`config.mk`:
```
export PLATFORM = sky130hd
export DESIGN_NAME = pev_front
export DESIGN_NICKNAME = d
export VERILOG_FILES = /design/src/sv/pev_pkg.sv /design/src/sv/pev_front.sv
export SDC_FILE = /design/constraint.sdc
export NUM_CORES = 1
export LEC_CHECK = 0
export ABC_AREA = 1
export BUFFER_PORTS_ARGS = -buffer_cell sky130_fd_sc_hd__buf_2
export CORE_MARGIN = 1
export CORE_UTILIZATION = 55
export DETAILED_ROUTE_END_ITERATION = 6
export GPL_ROUTABILITY_DRIVEN = 0
export MAX_ROUTING_LAYER = met4
export PLACE_DENSITY = 0.88
export SETUP_SLACK_MARGIN = 0.3
export SYNTH_ARGS = -nofsm -noshare
export SYNTH_HDL_FRONTEND = slang
export SYNTH_SLANG_ARGS = --single-unit
```
`constraint.sdc`:
```
create_clock -name clk -period 3.5 [get_ports clk]
set_input_delay 0.7 -clock clk [delete_from_list [all_inputs] [get_ports clk]]
set_output_delay 0.7 -clock clk [all_outputs]
set_load 0.02 [all_outputs]
```
`src/sv/pev_pkg.sv`:
```
// ----------------------------------------------------------------------------
// pev_pkg
// Shared constants, register indexes and pipeline word types of the
// polynomial evaluate / derivative unit.
// ----------------------------------------------------------------------------
package pev_pkg;

	// polynomial size and number format
	localparam int MAX_DEGREE = 6;
	localparam int FRAC_BITS  = 8;
	localparam int COEF_W     = 16;
	localparam int VAL_W      = 32;
	localparam int DEG_W      = 3;
	localparam int PROD_W     = VAL_W + COEF_W;
	localparam int SUM_W      = PROD_W + 1;

	// configuration port
	localparam int CFG_IDX_W = 4;
	localparam logic [CFG_IDX_W-1:0] REG_DEGREE = 4'd0;
	localparam logic [CFG_IDX_W-1:0] REG_COEF0  = 4'd1;

	// opcodes
	localparam logic OP_EVAL  = 1'b0;
	localparam logic OP_DERIV = 1'b1;

	// input queue depth
	localparam int FIFO_DEPTH = 2;

	typedef logic signed [COEF_W-1:0] coef_t;

	// one queued input word
	typedef struct packed {
		logic                     opcode;
		logic signed [COEF_W-1:0] point;
	} pev_req_t;

	// one micro-op in flight (one per result)
	typedef struct packed {
		logic                     deriv;
		logic signed [COEF_W-1:0] x;
		logic signed [VAL_W-1:0]  acc;
		logic [DEG_W-1:0]         power;
		logic                     last;
		logic                     sat;
	} pev_uop_t;

	// micro-op after the multiply half of a horner step
	typedef struct packed {
		logic                     deriv;
		logic signed [COEF_W-1:0] x;
		logic signed [PROD_W-1:0] prod;
		logic [DEG_W-1:0]         power;
		logic                     last;
		logic                     sat;
	} pev_mul_t;

endpackage

```
`src/sv/pev_front.sv`:
```
// ----------------------------------------------------------------------------
// pev_front
// Input side: accepts request words into a short queue that decouples the
// input handshake from the issue logic.
// ----------------------------------------------------------------------------
module pev_front (
	input  logic                            clk,
	input  logic                            arst_n,
	input  logic                            in_valid,
	output logic                            in_ready,
	input  logic                            opcode,
	input  logic signed [pev_pkg::COEF_W-1:0] point,
	output logic                            head_valid,
	output pev_pkg::pev_req_t               head,
	input  logic                            pop
);
	import pev_pkg::*;

	localparam int PTR_W = (FIFO_DEPTH > 1) ? $clog2(FIFO_DEPTH) : 1;
	localparam int CNT_W = $clog2(FIFO_DEPTH + 1);

	pev_req_t         mem_q [0:FIFO_DEPTH-1];
	logic [PTR_W-1:0] wr_ptr_q;
	logic [PTR_W-1:0] rd_ptr_q;
	logic [CNT_W-1:0] cnt_q;
	logic             push;
	logic             do_pop;

	// handshake
	assign in_ready   = (cnt_q != CNT_W'(FIFO_DEPTH));
	assign push       = in_valid && in_ready;
	assign head_valid = (cnt_q != '0);
	assign do_pop     = pop && head_valid;
	assign head       = mem_q[rd_ptr_q];

	// pointers and fill count
	always_ff @(posedge clk or negedge arst_n) begin
		if (!arst_n) begin
			wr_ptr_q <= '0;
			rd_ptr_q <= '0;
			cnt_q    <= '0;
		end else begin
			if (push) begin
				wr_ptr_q <= (wr_ptr_q == PTR_W'(FIFO_DEPTH - 1)) ? '0 : wr_ptr_q + 1'b1;
			end
			if (do_pop) begin
				rd_ptr_q <= (rd_ptr_q == PTR_W'(FIFO_DEPTH - 1)) ? '0 : rd_ptr_q + 1'b1;
			end
			if (push && !do_pop) begin
				cnt_q <= cnt_q + 1'b1;
			end else if (!push && do_pop) begin
				cnt_q <= cnt_q - 1'b1;
			end
		end
	end

	// queue storage
	always_ff @(posedge clk) begin
		if (push) begin
			mem_q[wr_ptr_q] <= '{opcode: opcode, point: point};
		end
	end

endmodule

```
# Word level (Yosys, flattened, before mapping)
# Memories as Yosys holds them, arrays and structs flattened.
# Cells that the tools add are included.
# classes
n_addsub	4
eq_ne	1
muxes	6
n_reduce_logical	8
# ops
operator	count
$logic_and 1x1->1	4
$mux 1	4
$mux 2	2
$reduce_bool 2->1	2
$add 1x1->1 const B	2
$add 2x1->2 const B	1
$logic_not 1->1	2
$ne 2x2->1 const B	1
$sub 2x1->2 const B	1
# word_totals
regBits	4
ramBits	34
input_bits	21
output_inout_bits	19
wordCells	23
mem_count	1
# mem_list
memory	depth	word_bits	rd	rd_ports_with_merged_regs	write_ports	line	text
mem_q	2	17	1	0	1	pev_front.sv:22	pev_req_t mem_q [0:FIFO_DEPTH-1];

# Logic depth before layout (Yosys ltp)
# logic_depth
depth_word	6
mapped_depth	10
depth_no_buf	10

# Least setup slack after synthesis
# OpenSTA, ideal clock, no wires.
# synth_timing
path_kind	input to register
start	in in_valid
end	mem mem_q[0][0] (netlist bit) (enable)
setup_ns	0.390
arrival_ns	1.500
t_required_ns	3.110
path_slack_ns	1.610
stages	2
path_buffers	0
path_cell_list	nand2_4 -> nor2_1
# synth_via
elab_chain_len	3
# synth_lines
element	line	text
start, declared	pev_front.sv:9	input logic in_valid,
$logic_and 1x1->1	pev_front.sv:31	assign push = in_valid && in_ready;
$mux 1	pev_front.sv:59	if (push) begin
$mux 1 (not written as such)	pev_front.sv:60	mem_q[wr_ptr_q] <= '{opcode: opcode, point: point};
end, declared	pev_front.sv:22	
# Every way passes these cells.

==> results.md <==
- Vias: 948
- Worst slew pin tran: 743 ps
- FF+latch count, synth: 38
- Fin. Hold Viols: 0
- DRT Pass-1 Iters: 4
- Seq. cell area: between 1000 and 1500 um^2
- Commonest non-fill, non-tap cell in the layout: nand2_1
- Worst EP required: approximately 2800 ps
- Design Power: ~0.0015 W
- Count of final setup violators: 0
- CTS tree: done
- Post-synth cell types: 17
- Most used cell, CP: nand2_1
- Max-slew headroom: 0.505
- Seq/Total Area, Yosys: 0.737
- Wl on met1: around 1000 um
- Clk_lat worst skew: 340 ps
- Initial antenna violation count: 0
- Leak pwr: around 0.8 nW
- Beginning of the worst register-to-register path: cnt_q[0]$_DFFE_PN0P_
- # IOs: 40
- Cts bufs inserted: 5
- Worst slack at placement: around 1500 ps
- Highest routing layer actually used: met4
- Core Box Area: 2540 um^2
- CP max-delay cell: dfrtp_1
- Tmin final: between 2000 and 2500 ps
- Syn Area/Cell: ~13 um^2
- Setup CP Type: reg -> out
- Max Cap Violations: 0
- Worst EP arrival: 1640 ps
- Multi-input logic area: approximately 320 um^2
- Clk slew on worst S/H paths: around 110 ps
- Final worst slack: about 1200 ps
- Routed Wire Length: 2410 um
- Crit. Startpoint: rd_ptr_q$_DFFE_PN0P_
- Cts repair resizes: 0
- Final Max Tran Viols: 0
- Fill cells: between 150 and 200
- FF-to-FF End: mem_q[0][1]$_DFFE_PP_
- Flop-to-flop setup slack: 1830 ps
- Area growth syn-to-layout: 16.9%
- Post-Syn Instances: 117
- Post-CTS Setup Bufs: 0
- Synthesized area: 1520 um^2
- Run status: finished clean
- # clock sinks: 38
- Vias per Instance: roughly 4.9
- Vias in the first global route: between 800 and 900
- Nets: between 150 and 200
- Setup_tns: 0 ps
- Detailed Route Iter0 Violations: 20
- Fin util: 0.698
- H-tree depth: 2
- Hold WS: 150 ps
- GRT Overall Usage: 0.200
- Syn. warnings: 0
- Die Ht: 54.6 um
- Fmax: 0.428 GHz
- WL met3: about 99 um
- Hold Buf Count CTS: 0
- Startpoint types: register
- Post-DRT Antenna Nets: 0
- Met2 WL: ~1300 um
- Power Density: ~850 nW/um^2
- WP buf/inv: 2
- Crit-path leading delay family: flip-flops
- First-pass GRT wire length: between 3000 and 4000 um
- CP max stage delay: between 800 and 900 ps
- I/O Buffers: 39
- Syn_nets: between 100 and 150
- Skew final: 14.8 ps
- CP Cell Sequence: inv_8, nand2_1, nand2_1, buf_2
- Rows: 18
- Post-DR wirelength/cell: between 10 and 15 um
- Horiz. Die Dim: about 55 um
- CTS Root Cell: clkbuf_4
- N_diodes: 0
- Die area: approximately 3000 um^2
- Global route overflow: 0
- Layout cells sized above 1: 0.368
- Fin crit share: 0.668
- Pin count of the biggest net entering global routing: 20
- Max Root-Sink Buffers: 2
- CP Capture Type: output port
- VDD IR max: roughly 570 uV
- RSZ-0062 raised after global routing: no
- R2R cell count: 5
- Most frequent cells in the layout: nand2_1 (53), buf_2 (39), edfxtp_1 (34), nand2_2 (6), clkbuf_4 (5)
- Initial Utilization: 0.597
- Crit Path Max Fanout: 19
- DRC: 0
- HP Class: in -> async
- DP Wirelength: 1760 um
-- metrics by stage --
step / std cells / instance area [um^2]
after floorplan: 117 / 1520
after global placement: 185 / 1720
after detailed placement: 185 / 1720
after CTS: 193 / 1780
after global routing: 193 / 1780
final: 193 / 1780
-- metal layers --
layer	vias to the layer above	GRT usage
li1	475	-
met1	446	0.223
met2	25	0.323
met3	2	0.0500
met4	0	0.115
met5	-	-
-- where the power goes --
part | leakage [nW] | switching, W | internal (W)
Sequential | 0.364 | 0.0000776 | 0.000624
Combinational | 0.412 | 0.000400 | 0.000194
Clock | 0.0286 | 0.000135 | 0.0000747
-- state kept, by name, summed over array words and instances (netlist names) --
register	flops
mem_q	34
rd_ptr_q	1
wr_ptr_q	1
cnt_q	2
-- cell usage after synthesis --
library cell,number,area (um^2)
xnor2_1,1,8.76
edfxtp_1,34,1020
nand2_1,53,199
nand2_4,2,22.5
nand3_1,2,10.0
ha_1,1,12.5
inv_8,1,11.3
buf_6,1,11.3
dfrtp_1,4,100
xor2_2,1,16.3
nor2_1,2,7.51
clkbuf_8,1,13.8
inv_2,2,7.51
buf_12,1,20.0
nand4_1,1,6.26
inv_1,4,15.0
nand2_2,6,37.5
-- kinds of logic after synthesis --
kind of cell / count (synthesis) / share of synthesized area
xor gates and xnor gates: 2 / 0.0165
adders and majority gates: 1 / 0.00823
buffers and inverters: 10 / 0.0518
DFF: 38 / 0.737
and+or+nand+nor: 66 / 0.186
-- cell type report --
class	instances	area share
Sequential cell	38	0.631
Multi-Input combinational cell	69	0.180
Timing Repair Buffer	41	0.118
Clock buffer	5	0.0211
Tap cell	30	0.0211
Inverter	7	0.0190
Clock inverter	3	0.00915
-- worst max path at each step --
stage,end,slack [ps],cells past startpoint
6_report,head[14],1160,4
5_1_grt,head[13],1030,4
4_1_cts,head[0],1140,4
3_5_place_dp,head[14],1520,4
3_3_place_gp,head[0],1560,4
2_1_floorplan,mem_q[0][0]$_DFFE_PP_,1610,2
Power figures use the tool's default switching activity.
