`config.mk`:
```
export PLATFORM = sky130hd
export DESIGN_NAME = pev_issue
export DESIGN_NICKNAME = d
export VERILOG_FILES = /design/src/sv/pev_pkg.sv /design/src/sv/pev_issue.sv
export SDC_FILE = /design/constraint.sdc
export NUM_CORES = 1
export LEC_CHECK = 0
export ABC_AREA = 0
export BUFFER_PORTS_ARGS = -buffer_cell sky130_fd_sc_hd__buf_2
export CORE_MARGIN = 2
export CORE_UTILIZATION = 25
export CTS_BUF_LIST = sky130_fd_sc_hd__clkbuf_2 sky130_fd_sc_hd__clkbuf_4 sky130_fd_sc_hd__clkbuf_8
export DETAILED_ROUTE_END_ITERATION = 10
export MAX_ROUTING_LAYER = met4
export PLACE_DENSITY = 0.49
export SETUP_SLACK_MARGIN = 0.3
export SYNTH_ARGS = -nofsm -noshare
export SYNTH_HDL_FRONTEND = slang
export SYNTH_SLANG_ARGS = --single-unit
```
`constraint.sdc`:
```
create_clock -name clk -period 4.4 [get_ports clk]
set_input_delay 0.22 -clock clk [delete_from_list [all_inputs] [get_ports clk]]
set_output_delay 0.22 -clock clk [all_outputs]
set_load 0.02 [all_outputs]
```
`src/sv/pev_pkg.sv`:
```
// ----------------------------------------------------------------------------
// pev_pkg
// Shared constants, register indexes and pipeline word types of the
// polynomial evaluate / derivative unit.
// ----------------------------------------------------------------------------
package pev_pkg;

	// polynomial size and number format
	localparam int MAX_DEGREE = 6;
	localparam int FRAC_BITS  = 8;
	localparam int COEF_W     = 16;
	localparam int VAL_W      = 32;
	localparam int DEG_W      = 3;
	localparam int PROD_W     = VAL_W + COEF_W;
	localparam int SUM_W      = PROD_W + 1;

	// configuration port
	localparam int CFG_IDX_W = 4;
	localparam logic [CFG_IDX_W-1:0] REG_DEGREE = 4'd0;
	localparam logic [CFG_IDX_W-1:0] REG_COEF0  = 4'd1;

	// opcodes
	localparam logic OP_EVAL  = 1'b0;
	localparam logic OP_DERIV = 1'b1;

	// input queue depth
	localparam int FIFO_DEPTH = 2;

	typedef logic signed [COEF_W-1:0] coef_t;

	// one queued input word
	typedef struct packed {
		logic                     opcode;
		logic signed [COEF_W-1:0] point;
	} pev_req_t;

	// one micro-op in flight (one per result)
	typedef struct packed {
		logic                     deriv;
		logic signed [COEF_W-1:0] x;
		logic signed [VAL_W-1:0]  acc;
		logic [DEG_W-1:0]         power;
		logic                     last;
		logic                     sat;
	} pev_uop_t;

	// micro-op after the multiply half of a horner step
	typedef struct packed {
		logic                     deriv;
		logic signed [COEF_W-1:0] x;
		logic signed [PROD_W-1:0] prod;
		logic [DEG_W-1:0]         power;
		logic                     last;
		logic                     sat;
	} pev_mul_t;

endpackage

```
`src/sv/pev_issue.sv`:
```
// ----------------------------------------------------------------------------
// pev_issue
// Classifies the queue head and issues micro-ops into the pipeline: one for
// an evaluate word, one per derivative coefficient for a derivative word.
// ----------------------------------------------------------------------------
module pev_issue (
	input  logic                          clk,
	input  logic                          arst_n,
	input  logic                          head_valid,
	input  pev_pkg::pev_req_t             head,
	output logic                          pop,
	input  pev_pkg::coef_t                coef [0:pev_pkg::MAX_DEGREE],
	input  logic [pev_pkg::DEG_W-1:0]     deg,
	input  logic                          adv,
	output logic                          uop_valid,
	output pev_pkg::pev_uop_t             uop
);
	import pev_pkg::*;

	localparam int DPROD_W = COEF_W + DEG_W + 1;

	logic               busy_q;
	logic [DEG_W-1:0]   pow_q;
	logic [DEG_W-1:0]   p;
	logic signed [DPROD_W-1:0] dprod;
	logic               is_deriv;
	logic               deriv_zero;
	logic               final_uop;

	assign is_deriv   = (head.opcode == OP_DERIV);
	assign deriv_zero = (deg == '0);
	assign p          = busy_q ? pow_q : deg;
	assign dprod      = $signed({1'b0, p}) * coef[p];
	assign final_uop  = !is_deriv || deriv_zero || (p == DEG_W'(1));
	assign uop_valid  = head_valid;
	assign pop        = head_valid && adv && final_uop;

	// micro-op build
	always_comb begin
		uop       = '0;
		uop.x     = head.point;
		uop.deriv = is_deriv;
		if (!is_deriv) begin
			uop.acc   = {{(VAL_W-COEF_W){coef[MAX_DEGREE][COEF_W-1]}}, coef[MAX_DEGREE]};
			uop.power = '0;
			uop.last  = 1'b1;
		end else if (deriv_zero) begin
			uop.acc   = '0;
			uop.power = '0;
			uop.last  = 1'b1;
		end else begin
			uop.acc   = {{(VAL_W-DPROD_W){dprod[DPROD_W-1]}}, dprod};
			uop.power = p - 1'b1;
			uop.last  = (p == DEG_W'(1));
		end
	end

	// derivative power counter
	always_ff @(posedge clk or negedge arst_n) begin
		if (!arst_n) begin
			busy_q <= 1'b0;
			pow_q  <= '0;
		end else if (head_valid && adv) begin
			if (final_uop) begin
				busy_q <= 1'b0;
			end else begin
				busy_q <= 1'b1;
				pow_q  <= p - 1'b1;
			end
		end
	end

endmodule

```
; Word-level counts from Yosys, hierarchy flattened
; Cells that the tools add are included.
[totals]
ff_bits = 4
elab_cells = 22
output_inout_bits = 56
in_bits = 136
[classes]
order_cmp = 1
reduce_logical = 7
multipliers = 1
addsub = 1
n_bitwise = 2
mux = 7
n_eq_ne = 1
[op_table]
columns = op, count
row1 = $mux W36, 2
row2 = $bmux W16 S3, 1
row3 = $mux W16, 2
row4 = $mul A4 B16 Y20, 1
row5 = $ge A4 B4 Y1 const B, 1
row6 = $not A3 Y4, 1
row7 = $eq A3 B1 Y1 const B, 1
row8 = $logic_not A3 Y1, 1
row9 = $mux W3, 1
row10 = $sub A3 B1 Y3 const B, 1
row11 = $logic_and A1 B1 Y1, 2
row12 = $logic_or A1 B1 Y1, 2
row13 = $reduce_and A2 Y1, 1
row14 = $logic_not A1 Y1, 1
row15 = $mux W1, 1
row16 = $not A1 Y1, 1

; Depth between registers and ports, before layout
[depth]
depth_word = 8
mapped_depth = 22
depth_no_buf = 17

; Least setup slack after synthesis
; No wires, ideal clock.
[synth_timing]
path_type = register to output
startpoint = register busy_q
endpoint = output uop[25] in the netlist's numbering
stages_incl_launch_ff = 20
setup_slack_ns = -0.797
arrival_time_ns = 4.977
path_buffers = 5
t_required_ns = 4.180
path_cell_list = dfrtp_1 buf_6 mux2_4 buf_6 inv_1 buf_2 buf_2 a311oi_1 ha_1 inv_1 fa_1 inv_1 ha_1 a21oi_1 o21ai_0 a21o_1 a211o_1 xnor2_1 o21ai_0 buf_4
[synth_lines]
columns = item, line
row1 = start: declaration, pev_issue.sv:22  ; logic busy_q;
row2 = start signal: assignment, pev_issue.sv:61  ; busy_q <= 1'b0;
row3 = start signal: assignment, pev_issue.sv:65  ; busy_q <= 1'b0;
row4 = start signal: assignment, pev_issue.sv:67  ; busy_q <= 1'b1;
row5 = end: declaration, pev_issue.sv:16  ; output pev_pkg::pev_uop_t uop

==> metrics <==
outcome finished, violations left; violated checks negative setup slack; min Tclk post-route 4.63 ns; Placed Cells 837; cell area after layout 5480 um2; WS Path Type register to output pin; RSZ-0062 raised after global routing yes; DIE HEIGHT 123 um; final worst setup slack -0.228 ns; clock-pin slew on the worst setup and hold paths 0.03 ns; CP arrival 4.41 ns; Clock Skew 0.00239 ns; worst reg2reg setup slack 2.02 ns; largest net degree at the start of global routing 28; Setup-failing EPs final 20; Distinct cells, synth 50; Syn Nets 708; syn_area_per_cell 6.85 um2; clk_lat worst skew 0.22 ns; grt ovf 0; placed instance area 4670 um2; Layout Cells excl Fill 866; CP required 4.18 ns; drt initial violations 149; Port-buffer cells 145; Site Rows 43; Setup crit end kind output pin; clock sink count 4; most frequent cells in the layout buf_2, nand2_1, buf_4; ANT nets after route 0; die footprint 15,100 um2; slew margin rel. 0.555; Ports 192; number of CTS-inserted buffers 3; Via Count 4,206; critical-path maximum fanout 10; fraction of layout cells with a size suffix above 1 0.460; register area share after synthesis 0.0283; Die X 123 um; slew at the pin with the worst max-slew slack 0.663 ns; post-placement setup slack -0.213 ns; power density cells 604 nW/um2; Initial Util 0.255; worst vdd ir 0.169 mV; Worst Setup Start Kind register; Synth Register Bits 4; min-delay worst type primary input to asynchronous set/reset pin; drt wl/cell 15.7 um; leakage power 2.73 nW; Nets 875; # H-tree levels 1; Yosys warnings 0; fmax 216 MHz; DRC Markers 0; Syn Inst Count 517; Final Hold Fails 0; slowest CP cell fa_1; Final period util 1.05; Main synth FF type dfrtp_1; worst hold margin 0.331 ns; gp weighted congestion 0.911; area delta synth->final 54.9%; CP cell instances mux2_4 > buf_12 > mux2i_1 > o21ai_1 > nand2_1 > a21oi_2 > ha_1 > fa_1 > ha_1 > a21o_1 > nand4_1 > a31oi_1 > buf_4 > a211o_4 > xnor2_4 > o21ai_4 > buf_2; vias in the first global route 4,496; asr flop ratio synth 1.00; CP most frequent cell ha_1; max incr delay on CP 0.50 ns; max-slew violation count 0; MaxCap Viol Count 0; Mapped Area 3540 um2; Root Buffer clkbuf_8; initial antenna violation count 4; detailed placer's ending HPWL 10.6 mm; final core utilization 0.395; EDFF count, synth 0; worst-case clock buffer depth 2; commonest non-fill, non-tap cell in the layout buf_2; core area 13,900 um2; Vias per Instance 4.86; CTS tree yes; first-pass detailed-route iteration total 4; first-pass GRT wire length 21.8 mm; GRT Overall Usage 0.185; final WL 13.6 mm
## where the power goes
| group | switching (mW) | leakage (nW) | internal (mW) |
|---|---|---|---|
| combinational | 1.66 | 2.66 | 1.50 |
| sequential | 0.0165 | 0.0452 | 0.0518 |
| clock | 0.0226 | 0.0216 | 0.0586 |
| total | 1.70 | 2.73 | 1.61 |
## what timing repair did
item,in CTS,in global routing
pin swaps,51,11
endpoints found under the setup margin,27,27
cloned,4,0
hold buffers,1,0
resized for setup,103,33
setup buffers,14,3
endpoints found under the hold margin,4,0
## through the flow
stage | power [mW] | TNS (ns)
final | 3.31 | -3.46
after global routing | 3.63 | -6.94
after CTS | 3.14 | -2.51
after detailed placement | 2.53 | -3.27
after global placement | 2.52 | -2.37
after floorplan | 1.79 | 0
## kinds of logic (layout without fill, tap and decap cells)
family / Yosys count / count (layout) / share of synthesized area
DFF: 4 / 4 / 0.0283
AOI/OAI and AO/OA: 124 / 125 / 0.230
xor gates and xnor gates: 16 / 16 / 0.0396
muxes: 34 / 34 / 0.103
buffers and inverters: 127 / 291 / 0.181
and+or+nand+nor: 156 / 156 / 0.189
other: 1 / 5 / 0.00106
adders and majority gates: 55 / 55 / 0.228
## layout make-up
| cell class | count | area, um2 |
|---|---|---|
| Tap cell | 180 | 225 |
| Sequential cell | 4 | 101 |
| Fill cell | 1516 | 8400 |
| Inverter | 70 | 267 |
| Multi-Input combinational cell | 387 | 3300 |
| Timing Repair Buffer | 217 | 1530 |
| Timing Repair inverter | 1 | 7.51 |
| Clock buffer | 3 | 41.3 |
| Antenna cell | 4 | 10.0 |
## path summary, 6_finish.rpt
check,endpoint,cells after the start,from
max,uop[35],17,busy_q
max reg2reg,pow_q[0],9,busy_q
min,pow_q[1],2,arst_n
max in group asynchronous,busy_q,2,arst_n
min reg2reg,pow_q[1],2,pow_q[1]
min in group clk,busy_q,3,adv
## metal layers
layer,wire [um],global-route usage,vias to the layer above,share of wire
met1,5810,0.225,1975,0.43
met5,0,-,-,0
met2,6780,0.327,146,0.50
li1,-,-,2057,-
met4,391,0.0689,0,0.029
met3,592,0.00692,28,0.044
## synth_stat cells (4+ instances only)
master,n,area share
a21o_1,5,0.011
a21oi_1,32,0.045
a22o_1,12,0.030
a311oi_1,11,0.027
and2_1,12,0.021
buf_2,10,0.014
buf_4,31,0.066
clkbuf_1,10,0.011
dfrtp_1,4,0.028
fa_1,16,0.090
ha_1,39,0.14
inv_1,68,0.072
mux2i_1,28,0.079
nand2_1,95,0.10
nand3_1,8,0.011
nand4_1,6,0.011
nor2_1,27,0.029
nor3_1,4,0.0057
o211ai_1,4,0.0085
o21a_1,5,0.011
o21ai_0,29,0.041
o21ai_1,4,0.0057
o21ai_2,4,0.0099
xnor2_1,11,0.027
xor2_1,5,0.012
## critical path, delay by kind of cell, from the launching register on
family / cells / cell delay [ns]
AO/OA/AOI/OAI: 6 / 1.21
XOR/XNOR: 1 / 0.16
adder cells (fa/ha/maj): 3 / 1.05
buffers and inverters: 3 / 0.57
flip-flops: 1 / 0.43
multiplexers: 2 / 0.52
AND/OR/NAND/NOR: 2 / 0.25
## registers in the layout (all words and copies together) (netlist names)
signal / count
pow_q: 3
busy_q: 1
No activity file was read; power rests on OpenSTA's default activity.
